<file path="config.mk">
export PLATFORM = sky130hd
export DESIGN_NAME = positional_list_buffer
export DESIGN_NICKNAME = d
export VERILOG_FILES = /design/src/rtl/core/plb_pkg.sv /design/src/rtl/core/plb_cell.sv /design/src/rtl/core/positional_list_buffer.sv
export SDC_FILE = /design/constraint.sdc
export NUM_CORES = 1
export LEC_CHECK = 0
export BUFFER_PORTS_ARGS = -buffer_cell sky130_fd_sc_hd__buf_4
export CORE_ASPECT_RATIO = 1.5
export CORE_MARGIN = 8
export CORE_UTILIZATION = 64
export CTS_CLUSTER_DIAMETER = 40
export DETAILED_ROUTE_END_ITERATION = 7
export PLACE_DENSITY = 0.82
export SYNTH_ARGS = -nofsm -noshare
export SYNTH_HDL_FRONTEND = slang
export SYNTH_SLANG_ARGS = --single-unit
</file>
<file path="constraint.sdc">
create_clock -name clk -period 5.76 [get_ports clk]
set_clock_uncertainty 0.05 [all_clocks]
set_input_delay 1.152 -clock clk [delete_from_list [all_inputs] [get_ports clk]]
set_output_delay 1.152 -clock clk [all_outputs]
set_load 0.005 [all_outputs]
</file>
<file path="src/rtl/core/plb_pkg.sv">
// Package for the positional list buffer: operation and status codes,
// the command word broadcast to the cell row, and shared sizes. No dependencies.
`default_nettype none

package plb_pkg;

  // Operation codes carried by a beat on the input channel.
  localparam logic [2:0] FN_INS_FRONT = 3'd0;
  localparam logic [2:0] FN_INS_BACK  = 3'd1;
  localparam logic [2:0] FN_INS_AT    = 3'd2;
  localparam logic [2:0] FN_DEL_FRONT = 3'd3;
  localparam logic [2:0] FN_DEL_BACK  = 3'd4;
  localparam logic [2:0] FN_DEL_AT    = 3'd5;
  localparam logic [2:0] FN_DUMP      = 3'd6;

  // Result status codes.
  localparam logic [1:0] STS_DONE    = 2'd0;
  localparam logic [1:0] STS_IGNORED = 2'd1;
  localparam logic [1:0] STS_FULL    = 2'd2;

  // Fixed widths of the channel fields.
  localparam int FUNC_W  = 3;
  localparam int VALUE_W = 8;
  localparam int POS_W   = 6;
  localparam int COUNT_W = 6;

  // Wide enough to index any legal row length (up to 64 cells).
  localparam int CELL_IDX_W = 6;

  localparam int DEPTH_DEF      = 32;
  localparam int DATA_WIDTH_DEF = 8;

  typedef enum logic [1:0] {
    CM_HOLD = 2'd0,
    CM_INS  = 2'd1,
    CM_DEL  = 2'd2,
    CM_ROT  = 2'd3
  } cell_mode_t;

  typedef struct packed {
    cell_mode_t             mode;
    logic [CELL_IDX_W-1:0]  idx;
  } cell_cmd_t;

endpackage

`default_nettype wire

</file>
<file path="src/rtl/core/plb_cell.sv">
// One storage cell of the positional list buffer row.
// Depends on plb_pkg for the broadcast command word.
`default_nettype none

module plb_cell
  import plb_pkg::*;
#(
  parameter int DATA_WIDTH = DATA_WIDTH_DEF,
  parameter int IDX        = 0
) (
  input  wire logic                  clk,
  input  wire cell_cmd_t             cmd,
  input  wire logic [DATA_WIDTH-1:0] fill_data,
  input  wire logic [DATA_WIDTH-1:0] left_data,
  input  wire logic [DATA_WIDTH-1:0] right_data,
  output logic      [DATA_WIDTH-1:0] data
);

  localparam logic [CELL_IDX_W-1:0] MY_IDX = CELL_IDX_W'(IDX);

  logic [DATA_WIDTH-1:0] data_r;
  logic [DATA_WIDTH-1:0] data_nxt;

  // Insert opens a gap at idx, delete closes the gap at idx, rotate moves
  // every live cell one step toward the front and wraps the front to idx.
  always_comb begin
    data_nxt = data_r;
    case (cmd.mode)
      CM_INS: begin
        if (MY_IDX > cmd.idx) begin
          data_nxt = left_data;
        end else if (MY_IDX == cmd.idx) begin
          data_nxt = fill_data;
        end
      end
      CM_DEL: begin
        if (MY_IDX >= cmd.idx) begin
          data_nxt = right_data;
        end
      end
      CM_ROT: begin
        if (MY_IDX < cmd.idx) begin
          data_nxt = right_data;
        end else if (MY_IDX == cmd.idx) begin
          data_nxt = fill_data;
        end
      end
      default: data_nxt = data_r;
    endcase
  end

  always_ff @(posedge clk) begin
    data_r <= data_nxt;
  end

  assign data = data_r;

endmodule

`default_nettype wire

</file>
<file path="src/rtl/core/positional_list_buffer.sv">
// Top level of the positional list buffer: operation decode, dump sequencer,
// output register and the row of plb_cell instances. Depends on plb_pkg, plb_cell.
//
// Usage: an ordered list of up to DEPTH elements of DATA_WIDTH bits is kept
// in a row of cells, front in cell 0. Each input beat (in_func, in_value,
// in_position) is one operation: insert front/back/at, delete front/back/at,
// or dump. Both channels use valid/stall; a beat moves at a rising edge with
// valid high and stall low.
// Timing: an insert or delete updates the row in the accepting cycle and its
// single result beat is valid on the next cycle. A dump of N elements first
// moves to the dump state, then emits one element beat per cycle while the
// receiver does not stall, the front of the row each time, while the row rotates
// by one cell; after N beats the row is back in its original order. The input
// stays stalled until the last dump beat is loaded; an empty dump gives one beat,
// like any other operation.
// Throughput: one insert or delete per cycle. The output register frees the
// input side: a new beat is taken while a result is shown, as long as the
// receiver takes that result in the same cycle.
// Reset (rst_n low, synchronous) empties the list, drops any pending result and
// holds in_stall high; cell contents are not cleared, since only live cells are read.
// When the receiver stalls, the result held stays unchanged, and in_stall
// stays high until there is room for the next result.
`default_nettype none

module positional_list_buffer
  import plb_pkg::*;
#(
  parameter int DEPTH      = DEPTH_DEF,
  parameter int DATA_WIDTH = DATA_WIDTH_DEF
) (
  input  wire logic               clk,
  input  wire logic               rst_n,
  input  wire logic               in_valid,
  output logic                    in_stall,
  input  wire logic [FUNC_W-1:0]  in_func,
  input  wire logic [VALUE_W-1:0] in_value,
  input  wire logic [POS_W-1:0]   in_position,
  output logic                    out_valid,
  input  wire logic               out_stall,
  output logic [1:0]              out_status,
  output logic [VALUE_W-1:0]      out_element,
  output logic                    out_element_valid,
  output logic                    out_last,
  output logic [COUNT_W-1:0]      out_count
);

  localparam int LENW = $clog2(DEPTH + 1);
  localparam int IDXW = $clog2(DEPTH);
  localparam int CW   = ((LENW > POS_W) ? LENW : POS_W) + 1;

  typedef enum logic [1:0] {
    ST_IDLE = 2'b01,
    ST_DUMP = 2'b10
  } state_t;

  state_t            state_r, state_nxt;
  logic [LENW-1:0]   len_r, len_nxt;
  logic [LENW-1:0]   rem_r, rem_nxt;
  logic              out_valid_r, out_valid_nxt;
  logic [1:0]        out_status_r, status_nxt;
  logic [VALUE_W-1:0] out_element_r, element_nxt;
  logic              out_element_valid_r, evalid_nxt;
  logic              out_last_r, last_nxt;
  logic [COUNT_W-1:0] out_count_r;

  logic              out_free;
  logic              accept;
  logic              load_out;
  logic              full;
  logic [CW-1:0]     len_ext;
  logic [CW-1:0]     pos_ext;
  logic [CW-1:0]     pos_m1;
  logic [IDXW-1:0]   cmd_idx;
  cell_cmd_t         cmd;
  logic [DATA_WIDTH-1:0] fill_data;
  logic [DATA_WIDTH-1:0] value_dw;
  logic [VALUE_W-1:0]    front_elem;
  logic [COUNT_W-1:0]    count_nxt;
  logic [DATA_WIDTH-1:0] slot_q [DEPTH];

  // Width adaptation between the fixed channel fields and the parameters.
  for (genvar b = 0; b < DATA_WIDTH; b++) begin : g_val
    if (b < VALUE_W) begin : g_in
      assign value_dw[b] = in_value[b];
    end else begin : g_pad
      assign value_dw[b] = 1'b0;
    end
  end

  for (genvar b = 0; b < VALUE_W; b++) begin : g_elem
    if (b < DATA_WIDTH) begin : g_in
      assign front_elem[b] = slot_q[0][b];
    end else begin : g_pad
      assign front_elem[b] = 1'b0;
    end
  end

  for (genvar b = 0; b < COUNT_W; b++) begin : g_cnt
    if (b < LENW) begin : g_in
      assign count_nxt[b] = len_nxt[b];
    end else begin : g_pad
      assign count_nxt[b] = 1'b0;
    end
  end

  // The cell row. Neighbors at the ends are tied back to the cell itself;
  // cell 0 never selects its left input, and a delete reloads the last cell from itself.
  for (genvar g = 0; g < DEPTH; g++) begin : g_cells
    logic [DATA_WIDTH-1:0] left_d;
    logic [DATA_WIDTH-1:0] right_d;
    if (g == 0) begin : g_l0
      assign left_d = slot_q[g];
    end else begin : g_ln
      assign left_d = slot_q[g-1];
    end
    if (g == DEPTH - 1) begin : g_rl
      assign right_d = slot_q[g];
    end else begin : g_rn
      assign right_d = slot_q[g+1];
    end
    plb_cell #(
      .DATA_WIDTH (DATA_WIDTH),
      .IDX        (g)
    ) u_cell (
      .clk        (clk),
      .cmd        (cmd),
      .fill_data  (fill_data),
      .left_data  (left_d),
      .right_data (right_d),
      .data       (slot_q[g])
    );
  end

  // Nothing is taken while reset is held.
  assign out_free = !out_valid_r || !out_stall;
  assign in_stall = !rst_n || !((state_r == ST_IDLE) && out_free);
  assign accept   = in_valid && !in_stall;
  assign full     = (len_r == LENW'(DEPTH));
  assign len_ext  = CW'(len_r);
  assign pos_ext  = CW'(in_position);
  assign pos_m1   = pos_ext - CW'(1);

  // Decode of the accepted operation and the dump sequencer. Every path
  // that produces a result sets load_out; the row moves in the same cycle.
  always_comb begin
    state_nxt   = state_r;
    len_nxt     = len_r;
    rem_nxt     = rem_r;
    load_out    = 1'b0;
    status_nxt  = STS_DONE;
    element_nxt = '0;
    evalid_nxt  = 1'b0;
    last_nxt    = 1'b1;
    cmd.mode    = CM_HOLD;
    cmd_idx     = '0;
    fill_data   = value_dw;

    if (state_r == ST_DUMP) begin
      if (out_free) begin
        load_out    = 1'b1;
        element_nxt = front_elem;
        evalid_nxt  = 1'b1;
        last_nxt    = (rem_r == LENW'(1));
        cmd.mode    = CM_ROT;
        cmd_idx     = IDXW'(len_r - LENW'(1));
        fill_data   = slot_q[0];
        rem_nxt     = rem_r - LENW'(1);
        if (rem_r == LENW'(1)) begin
          state_nxt = ST_IDLE;
        end
      end
    end else if (accept) begin
      load_out = 1'b1;
      unique case (in_func) inside
        FN_INS_FRONT, FN_INS_BACK: begin
          if (full) begin
            status_nxt = STS_FULL;
          end else begin
            cmd.mode = CM_INS;
            cmd_idx  = (in_func == FN_INS_FRONT) ? '0 : IDXW'(len_r);
            len_nxt  = len_r + LENW'(1);
          end
        end
        FN_INS_AT: begin
          if (pos_ext == '0 || pos_ext > len_ext + CW'(1)) begin
            status_nxt = STS_IGNORED;
          end else if (full) begin
            status_nxt = STS_FULL;
          end else begin
            cmd.mode = CM_INS;
            cmd_idx  = pos_m1[IDXW-1:0];
            len_nxt  = len_r + LENW'(1);
          end
        end
        FN_DEL_FRONT, FN_DEL_BACK: begin
          if (len_r == '0) begin
            status_nxt = STS_IGNORED;
          end else begin
            cmd.mode = CM_DEL;
            cmd_idx  = (in_func == FN_DEL_FRONT) ? '0 : IDXW'(len_r - LENW'(1));
            len_nxt  = len_r - LENW'(1);
          end
        end
        FN_DEL_AT: begin
          if (pos_ext == '0 || pos_ext > len_ext) begin
            status_nxt = STS_IGNORED;
          end else begin
            cmd.mode = CM_DEL;
            cmd_idx  = pos_m1[IDXW-1:0];
            len_nxt  = len_r - LENW'(1);
          end
        end
        FN_DUMP: begin
          // An empty dump answers at once; otherwise the sequencer takes over.
          if (len_r != '0) begin
            load_out  = 1'b0;
            rem_nxt   = len_r;
            state_nxt = ST_DUMP;
          end
        end
        default: status_nxt = STS_IGNORED;
      endcase
    end
    cmd.idx = CELL_IDX_W'(cmd_idx);
  end

  always_comb begin
    if (load_out) begin
      out_valid_nxt = 1'b1;
    end else if (!out_stall) begin
      out_valid_nxt = 1'b0;
    end else begin
      out_valid_nxt = out_valid_r;
    end
  end

  always_ff @(posedge clk) begin
    if (!rst_n) begin
      state_r     <= ST_IDLE;
      len_r       <= '0;
      rem_r       <= '0;
      out_valid_r <= 1'b0;
    end else begin
      state_r     <= state_nxt;
      len_r       <= len_nxt;
      rem_r       <= rem_nxt;
      out_valid_r <= out_valid_nxt;
    end
  end

  always_ff @(posedge clk) begin
    if (load_out) begin
      out_status_r        <= status_nxt;
      out_element_r       <= element_nxt;
      out_element_valid_r <= evalid_nxt;
      out_last_r          <= last_nxt;
      out_count_r         <= count_nxt;
    end
  end

  assign out_valid         = out_valid_r;
  assign out_status        = out_status_r;
  assign out_element       = out_element_r;
  assign out_element_valid = out_element_valid_r;
  assign out_last          = out_last_r;
  assign out_count         = out_count_r;

  // The list never grows past the row.
  a_len_bound: assert property (@(posedge clk) disable iff (!rst_n)
    len_r <= LENW'(DEPTH))
    else $error("list length exceeds the cell row");

  // During a dump the remaining count is live and within the length.
  a_dump_rem: assert property (@(posedge clk) disable iff (!rst_n)
    (state_r == ST_DUMP) |-> (rem_r != '0 && rem_r <= len_r))
    else $error("dump remaining count out of range");

  // A dump never changes the length.
  a_dump_len: assert property (@(posedge clk) disable iff (!rst_n)
    (state_r == ST_DUMP) |=> (len_r == $past(len_r)))
    else $error("length changed during a dump");

  // One operation moves the length by at most one element.
  a_len_step: assert property (@(posedge clk) disable iff (!rst_n)
    accept |=> (len_r == $past(len_r) || len_r == $past(len_r) + LENW'(1) ||
                len_r == $past(len_r) - LENW'(1)))
    else $error("length moved by more than one element");

  // The last dump beat returns the sequencer to idle.
  a_dump_end: assert property (@(posedge clk) disable iff (!rst_n)
    (state_r == ST_DUMP && load_out && rem_r == LENW'(1))
      |=> (state_r == ST_IDLE && out_valid_r && out_last_r))
    else $error("dump did not finish on its last beat");

endmodule

`default_nettype wire
</file>
Word-level counts from Yosys, hierarchy flattened --
Index checks and enable logic that the tools add are counted.
Storage, ports and cells: register bits 289, latch bits 0, RAM bits 0, memory bits (read-only) 0, input bits 21, logic and storage cells 493, memories kept 0
Cells by class: add/subtract/negate cells 5, multipliers 0, div/mod/pow operators 0, $lt $le $gt $ge 97, equality and inequality tests 80, shift-type cells 0, multiplexer cells 210, bitwise logic cells 1, reduce and logical (&&, ||, !) cells 59
Operators by type and width (count):
- $mux W8 | 129
- $pmux W8 S3 | 31
- $eq A5 B5 Y1 const A | 16
- $gt A5 B5 Y1 const A | 16
- $lt A5 B5 Y1 const A | 16
- $ge A5 B5 Y1 const A | 15
- $mux W6 | 11
- $ne A2 B1 Y1 const B | 33
- $reduce_and A2 Y1 | 32
- $mux W5 | 10
- $eq A4 B5 Y1 const A | 8
- $ge A4 B5 Y1 const A | 8
- $gt A4 B5 Y1 const A | 8
- $lt A4 B5 Y1 const A | 8
- $mux W2 | 14
- $pmux W6 S4 | 1
- $eq A3 B5 Y1 const A | 4
- $ge A3 B5 Y1 const A | 4
- $gt A3 B5 Y1 const A | 4
- $lt A3 B5 Y1 const A | 4
- $pmux W5 S4 | 1
- $pmux W8 S2 | 1
- $logic_not A6 Y1 | 2
- $sub A6 B1 Y6 const B | 2
- other kinds (37) | 74

Depth between registers and ports, before layout --
Gate-level depths: netlist of the first run.
depth in word-level cells 13, depth in mapped cells 17

Hierarchy --
From an unflattened synthesis of the first run, not the netlist that was laid out.
Second synthesis, totals: cells, all modules 1883, area, all modules 20609.8 µm²
By module, submodules not included:
- positional_list_buffer | times used 1, cells each 305, area an instance 2562.5 µm²
- plb_cell at g_cells[31].u_cell | times used 1, cells each 72, area an instance 693.2 µm²
- plb_cell at g_cells[11].u_cell | times used 1, cells each 51, area an instance 610.6 µm²
- plb_cell at g_cells[18].u_cell | times used 1, cells each 54, area an instance 601.8 µm²
- plb_cell at g_cells[30].u_cell | times used 1, cells each 54, area an instance 600.6 µm²
- plb_cell at g_cells[10].u_cell | times used 1, cells each 54, area an instance 595.6 µm²
- plb_cell at g_cells[1].u_cell | times used 1, cells each 47, area an instance 584.3 µm²
- plb_cell at g_cells[22].u_cell | times used 1, cells each 52, area an instance 580.6 µm²
- plb_cell at g_cells[5].u_cell | times used 1, cells each 41, area an instance 578.1 µm²
- plb_cell at g_cells[26].u_cell | times used 1, cells each 55, area an instance 575.6 µm²
- plb_cell at g_cells[17].u_cell | times used 1, cells each 52, area an instance 566.8 µm²
- plb_cell at g_cells[6].u_cell | times used 1, cells each 44, area an instance 565.5 µm²
- plb_cell at g_cells[27].u_cell | times used 1, cells each 52, area an instance 563.0 µm²
- plb_cell at g_cells[28].u_cell | times used 1, cells each 51, area an instance 559.3 µm²
- 19 more rows

Least setup slack after synthesis of the first run --
No wires, ideal clock.
path kind input to register, start point input port in_position[0], end point register g_cells[30].u_cell.data_r[0], enable pin, arrival time 4317 ps, data required time 5326 ps, setup slack 1009 ps, stages on the path 13, path through inv_1 -> ha_1 -> or4b_1 -> o21bai_2 -> or4_1 -> nand2_1 -> buf_4 -> o211a_1 -> buf_4 -> o211ai_1 -> nor2_1 -> buf_2 -> o21ai_0
Between the ends: longest elaborated chain between the ends 9, elaborated cells between the ends (all ways) 24
Ends and longest elaborated chain:
- start, declared | RTL line positional_list_buffer.sv:37 | input wire logic [POS_W-1:0] in_position,
- $sub A5 B1 Y5, or another cell as far along | RTL line positional_list_buffer.sv:141 | assign pos_m1 = pos_ext - CW'(1);
- $mux W5, or another cell as far along | RTL line positional_list_buffer.sv:187 | end else if (full) begin
- $mux W5, or another cell as far along | RTL line positional_list_buffer.sv:185 | if (pos_ext == '0 || pos_ext > len_ext + CW'(1)) begin
- $pmux W5 S4 or $pmux W2 S4 (tied branches) | RTL line positional_list_buffer.sv:174 | unique case (in_func) inside
- $mux W5 or $mux W2 (tied branches) | RTL line positional_list_buffer.sv:172 | end else if (accept) begin
- $mux W5 or $mux W2 (tied branches) | RTL line positional_list_buffer.sv:158 | if (state_r == ST_DUMP) begin
- $ge A5 B5 Y1, or another cell as far along | RTL line plb_cell.sv:37 | if (MY_IDX >= cmd.idx) begin
- $ne A2 B1 Y1 (no line) or $reduce_bool A3 Y1 (tied branches)
- $reduce_and A2 Y1 (no line) *
- end signal, assigned | RTL line plb_cell.sv:53 | data_r <= data_nxt;
- end, declared | RTL line plb_cell.sv:21 | logic [DATA_WIDTH-1:0] data_r;
Every way passes the cells marked *; elsewhere a longest branch is shown, timed or not. A chain may end at the register's enable or synchronous reset.

Worst setup path in the final report of the first run --
start point register len_r[0], end point register g_cells[12].u_cell.data_r[6], data pin
Between the ends: longest elaborated chain between the ends 11, elaborated cells between the ends (all ways) 36
Ends and longest elaborated chain:
- start, declared | RTL line positional_list_buffer.sv:57 | logic [LENW-1:0] len_r, len_nxt;
- start signal, assigned | RTL line positional_list_buffer.sv:245 | len_r <= len_nxt;
- branches (longest 10 deep; another with $add A6 B1 Y7)
- $pmux W8 S3 * | RTL line plb_cell.sv:28 | case (cmd.mode)
- via g_cells[12].u_cell.data_nxt[6] | RTL line plb_cell.sv:22 | logic [DATA_WIDTH-1:0] data_nxt;
- end signal, assigned | RTL line plb_cell.sv:53
- end, declared | RTL line plb_cell.sv:21
Mark *: on every way through the listed nets, which the timed path passes.

==> out/results.ini, run 1 <==
[layout]
fillers = 2042
postLayoutCellArea_sq_mm = 0.0205
mostFrequentLayoutCells = edfxtp_1, mux2i_1, o21ai_0
nets = 1830
fin_util_pct = 71.9
drive_gt1_share_pct = 13.2
area_growth_pct = 11.5
final_common_cell = edfxtp_1
antennaDiodeCount = 0
fin_cells = 2168

[worst_setup_path]
cp_max_fo = 13
rr_endpoint = g_cells[12].u_cell.data[6]
cp-end-kind = flop
critPathBufInv = 2
path_delay_family = compound AO/OA/AOI/OAI gates
timing.rr.start = len_r[0]
path_cells = buf_4 > ha_1 > nand3_1 > xnor2_1 > ha_1 > a21o_1 > a21oi_1 > a21oi_1 > nor4_4 > buf_4 > o211a_1 > o21ai_2 > o21ai_0 > a2bb2oi_1 > o21ai_0
start_kind = flop
reg2reg_slack_ps = 760
path_class = reg -> reg
critPathMaxStageDelay_ps = 590
slowest_stage = a2bb2oi_1
worstPathRequired_ps = 5950
cp.arrival_ps = 5190
rr_worst_depth = 15

[pwr]
ir_drop_uv = 415
power_density_mw_per_mm2 = 254
power_mw = 5.21
power_leakage_nw = 7.36

[detailed_routing]
routed_via_density = 7.30
vias = 15800
drc_errors = 0
wl_mm = 54.5
wl_met3_mm = 3.85
drt-wirelength-per-cell_microns = 25.1
firstDrtPassIters = 6
antenna_left = 0
met1_length_mm = 19.2
met2_length_mm = 28.8
first_iter_violations = 1728
highest_layer = met4

[placed_design]
gp_congestion = 0.969
hpwl_mm = 39.9
placed_area_sq_mm = 0.0193
numPortBuffers = 40
placedCellCount = 2105

[yosys]
synthCells = 1736
ys_seq_elements = 289
synth_enable_flop_cells = 274
synth_area_sq_mm = 0.0184
synthArstFlopShare_pct = 0
syn-mean-instance-area_sq_um = 10.6
ys_types = 87
yosysSeqAreaShare_pct = 46.4
ys.flop_type = edfxtp_1
syn_nets = 1775
yosys_warnings = 0

[sta]
fin_crit_ps = 5000
max_slew.worst_pin.slew_ps = 1270
hold_violations = 0
max_freq_ghz = 0.200
final.setup.tns_ps = 0
slew_headroom_pct = 14.3
rsz0062_at_grt = no
slew_violations = 0
fin_crit_sh_pct = 86.7
setup_viol = 0

[clock_network]
tritoncts = built
post_cts_resized = 0
cts_hold_buf = 0
htreeDepth = 2
postCtsSetupRepairBufs = 0
ctsLongestPathBuffers = 3
cts_sinks = 289
clock_latency_ps = 530
cts-buffers-inserted = 35
cts.clk_slew.worst_paths_ps = 60
root_buffer = clkbuf_16

[worst_hold_path]
whs_endpoint = rem_r[1]
hold_path_depth = 2
hold_class = reg -> reg
worstHoldStart = rem_r[1]

[global_routing]
grt_max_degree = 32
antenna_found_initial = 0
grt_pass1_wl_mm = 86.2
grt.total_usage_pct = 30.8
grt_pass1_vias = 16200
grt_overflow_total = 0

[floorplanning]
start_util_pct = 64.5
die-area_sq_mm = 0.0345
placementRows = 76
core_region_area_sq_mm = 0.0285
die_y_microns = 224
die-width_microns = 154
io_pins = 41

[run_status]
outcome = finished, final reports clean

[flow_run]
max-cap-violations = 0

## metrics by stage
stage                     hold WS, ps  worst slack, ps
after global placement            467              696
final                             494              764
after global routing              541              411
after CTS                         499              865
after detailed placement          490              539
after floorplan                   449             1010
## power breakdown
group	leakage, nW	switching, mW	total (mW)	internal, mW
sequential	2.62	0.0522	2.43	2.38
clock	0.607	0.923	2.35	1.43
combinational	4.13	0.277	0.433	0.156
total	7.36	1.25	5.21	3.96
## metal layers
layer  up-vias  GRT usage [%]
li1       7021              -
met1      7715           32.9
met2       882           56.8
met3       218           4.82
met4         0           17.2
met5         -              0
## synth_stat cells, types with 18 or more instances
master | number | area (sq um)
a21o_1 | 18 | 135
a21oi_1 | 57 | 285
a22oi_1 | 135 | 1010
a32oi_1 | 50 | 438
and2_1 | 19 | 119
buf_2 | 19 | 95.1
clkbuf_1 | 60 | 225
edfxtp_1 | 274 | 8230
ha_1 | 18 | 225
inv_1 | 81 | 304
mux2i_1 | 232 | 2320
nand2_1 | 136 | 510
nand3_1 | 20 | 100
nor2_1 | 58 | 218
o211ai_1 | 31 | 233
o21ai_0 | 184 | 921
o21ai_1 | 37 | 185
o221ai_1 | 58 | 508
## how the worst max path moves through the flow
stage                   start                         end  slack, ps  cells after the start
6_report             len_r[0]  g_cells[12].u_cell.data[6]        760                     15
5_1_grt              len_r[0]  g_cells[12].u_cell.data[6]        410                     15
4_1_cts              len_r[0]  g_cells[28].u_cell.data[1]        870                     14
3_5_place_dp   in_position[0]   g_cells[1].u_cell.data[6]        540                     13
3_3_place_gp   in_position[0]   g_cells[7].u_cell.data[5]        700                     11
2_1_floorplan  in_position[0]  g_cells[30].u_cell.data[0]       1010                     13
## worst reg2reg max path: cells and delay by family, from the launching register on
family          cells  cell delay [ps]
buf+inv             2              450
simple gates        2              500
fa+ha+maj           2              580
compound gates      8             2590
flops               1              320
xor+xnor            1              230
## state kept, by name (all words and copies together) (netlist names)
register             flops
len_r                    6
out_last                 1
out_valid                1
rem_r                    6
out_element_valid        1
out_status               2
out_element              8
g_cells.u_cell.data    256
out_count                6
state_r                  2
## logic make-up after synthesis
family	Yosys count	share of synthesized area, %
compound gates	671	25.2
xor+xnor	10	0.476
fa+ha+maj	18	1.22
buf+inv	180	4.16
flops	289	46.4
mux	232	12.6
simple gates	336	9.95
## final cells by class
cell class | instances | area [sq um] | area share, %
inverter | 82 | 308 | 1.50
timing repair buffer | 116 | 871 | 4.25
clock buffer | 39 | 943 | 4.60
multi-input combinational | 1267 | 9120 | 44.5
tap | 351 | 439 | 2.14
sequential | 289 | 8530 | 41.6
clock inverter | 24 | 294 | 1.43
No activity file was read; power rests on OpenSTA's default activity.
==> run 2, diff against run 1 <==
- ABC_AREA: unset -> 1
- CELL_PAD_IN_SITES_DETAIL_PLACEMENT: unset -> 1
- CELL_PAD_IN_SITES_GLOBAL_PLACEMENT: unset -> 1
- CORE_UTILIZATION: 64 -> 47
==> run 2 against run 1 <==
Global-route usage rose by 0.88 points; worst setup slack improved by 120 ps; synthesized cell count rose by 63%; core utilization fell by 19 points; via count rose by 30%; hold slack got worse by 60 ps; first-iteration DRC count fell by 3.2%; total power rose by 6.8%; critical path type unchanged; critical endpoint is now g_cells[24].u_cell.data[3]; largest cell class unchanged; largest power group is now clock.
==> out/results.ini, run 2 <==
[layout]
nets = 2868  ; +57%
area_growth_pct = 11.3
seq_area_sq_mm = 0.00853  ; unchanged
final_common_cell = nand2_1
fillers = 5463  ; +170%
antennaDiodeCount = 0  ; unchanged
multiInputGateArea_sq_mm = 0.0102  ; +11%
drive_gt1_share_pct = 9.50  ; -3.6 points
largest_register_ffs = 256  ; unchanged
mostFrequentLayoutCells = nand2_1, nand3_1, edfxtp_1

[yosys]
ys_types = 47  ; -46%
synthArstFlopShare_pct = 0  ; unchanged
synth_area_sq_mm = 0.0201  ; +9.1%
yosys.area_share.simple_pct = 39.1  ; +29 points
ys.flop_type = edfxtp_1
muxShareOfSynthArea_pct = 0  ; -13 points
ys_top_cells_by_area = edfxtp_1, nand2_1, nand3_1
yosys_warnings = 0  ; unchanged
syn-mean-instance-area_sq_um = 7.10  ; -33%
synth_adder_area_share_pct = 1.12  ; -0.10 points
synth_enable_flop_cells = 274  ; unchanged
syn_nets = 2864  ; +61%
synth_compound_area_share_pct = 9.33  ; -16 points
synth_top_area_share_pct = 41.0  ; -3.7 points
yosysSeqAreaShare_pct = 42.5  ; -3.9 points
synth_top_family_by_area = simple AND/OR/NAND/NOR gates
synth_top_cell_by_area = edfxtp_1
ys_seq_elements = 289  ; unchanged
post-synth-top-count-cell = nand2_1
netlist_top_cells_count = nand2_1, nand3_1, edfxtp_1
synth_xor_xnor_area_share_pct = 0.568  ; +0.091 points
synthCells = 2825  ; +63%

[worst_setup_path]
cp-end-kind = flop
rr_endpoint = g_cells[24].u_cell.data[3]
timing.rr.start = len_r[0]
cp_max_fo = 11  ; -2
reg2reg_slack_ps = 890  ; +120 ps
rr_worst_depth = 20  ; +5
worstPathRequired_ps = 6000  ; +50 ps
start_kind = flop
cp.arrival_ps = 5110  ; -80 ps
path_class = reg -> reg

[clock_network]
post_cts_resized = 0  ; unchanged
cts-buffers-inserted = 44  ; +26%
postCtsSetupRepairBufs = 0  ; unchanged
root_buffer = clkbuf_16
tritoncts = built
ctsLongestPathBuffers = 3  ; unchanged
cts_hold_buf = 0  ; unchanged
cts.clk_slew.worst_paths_ps = 60  ; about the same
clock_latency_ps = 550  ; +20 ps
cts_sinks = 289  ; unchanged
htreeDepth = 2  ; unchanged

[sta]
setup_viol = 0  ; unchanged
slew_violations = 0  ; unchanged
max_freq_ghz = 0.205  ; +2.6%
fin_crit_sh_pct = 84.6  ; -2.2 points
fin_ws_ps = 888  ; +125 ps
hold_violations = 0  ; unchanged
fin_crit_ps = 4870  ; -125 ps
final.setup.tns_ps = 0  ; unchanged
slew_headroom_pct = 10.1  ; -4.2 points
max_slew.worst_pin.slew_ps = 1330  ; +62.6 ps
rsz0062_at_grt = no

[detailed_routing]
vias = 20600  ; +30%
first_iter_violations = 1672  ; -3.2%
wl_mm = 78.2  ; +44%
antenna_left = 0  ; unchanged
drc_errors = 0  ; unchanged
firstDrtPassIters = 5  ; -1
drt-wirelength-per-cell_microns = 22.8  ; -9.1%
routed_via_density = 6.02  ; -18%

[worst_hold_path]
hold_path_depth = 2  ; unchanged
hold_class = reg -> reg
whs_endpoint = rem_r[4]
worstHoldStart = rem_r[4]

[placed_design]
post-place-ws_ps = 835  ; +297 ps
gp_congestion = 0.934  ; -3.6%
hpwl_mm = 56.6  ; +42%
numPortBuffers = 40  ; unchanged

[floorplanning]
io_pins = 41  ; unchanged
die-area_sq_mm = 0.0497  ; +44%
die-width_microns = 185  ; +20%
start_util_pct = 47.6  ; -17 points
core_region_area_sq_mm = 0.0421  ; +48%
die_y_microns = 269  ; +20%
placementRows = 92  ; +21%

[run_status]
outcome = finished, final reports clean

[global_routing]
antenna_found_initial = 0  ; unchanged
grt_pass1_wl_mm = 123  ; +42%
grt.total_usage_pct = 31.7  ; +0.88 points
grt_max_degree = 153  ; +380%
grt_pass1_vias = 22000  ; +36%
grt_overflow_total = 0  ; unchanged

[pwr]
power_leakage_nw = 10.0  ; +36%
power_density_mw_per_mm2 = 249  ; -2.0%
ir_drop_uv = 218  ; -48%

[flow_run]
max-cap-violations = 0  ; unchanged

-- run 2: layout make-up --
type | count | share of cell area (%)
clock buffers | 56 | 5.36
clock inverters | 23 | 1.13
inverters | 243 | 4.11
flip-flops and latches | 289 | 38.2
multi-input cells | 2177 | 45.5
repair buffers | 74 | 2.60
well taps | 564 | 3.16
-- run 2: worst max path at each step --
stage                   startpoint                    endpoint
CTS                       len_r[0]  g_cells[18].u_cell.data[2]
global placement    in_position[4]  g_cells[18].u_cell.data[4]
floorplan           in_position[5]   g_cells[8].u_cell.data[0]
detailed placement  in_position[4]  g_cells[18].u_cell.data[4]
finish                    len_r[0]  g_cells[24].u_cell.data[3]
global route              len_r[0]  g_cells[18].u_cell.data[2]
-- run 2: cells by family after synthesis --
group	after synthesis
compound gates	349
xor+xnor	13
fa+ha+maj	18
buf+inv	359
flops	289
simple gates	1797
-- run 2: critical path, cell delays in order, from the launching register on --
cell	delay, ps
dfxtp_1	540
ha_1	270
nand2_2	80
nor2_4	110
xor2_1	350
ha_1	210
nand2_1	50
nor2_1	130
nand3_1	100
nand2_1	130
nand2_2	100
nand3_1	110
nor2_1	80
nor2_1	120
nor2_1	80
nor2_4	240
nand2_1	150
o21ai_1	930
nand2_1	460
nand3_1	210
nand3_1	100
-- run 2: metal layers --
layer,vias to the layer above,track usage [%],share of wire (%)
li1,9425,-,-
met1,10100,33.5,36
met2,804,58.5,52
met3,315,3.92,5.5
met4,0,20.5,7.0
met5,-,0,0
-- run 2: power breakdown --
group	internal (mW)	total, mW	switching, mW
logic	0.127	0.443	0.315
registers	2.36	2.40	0.0453
clock network	1.69	2.72	1.03
-- run 2: metrics by stage --
step	hold WS [ps]	instances	util, %	total power, mW	area [sq um]
floorplan	404	2825	-	2.70	20100
global route	492	3426	53.0	5.70	22300
CTS	442	3426	53.0	5.57	22300
global placement	433	3347	49.6	2.86	20900
finish	434	3426	53.0	5.57	22300
detailed placement	433	3347	49.6	2.88	20900
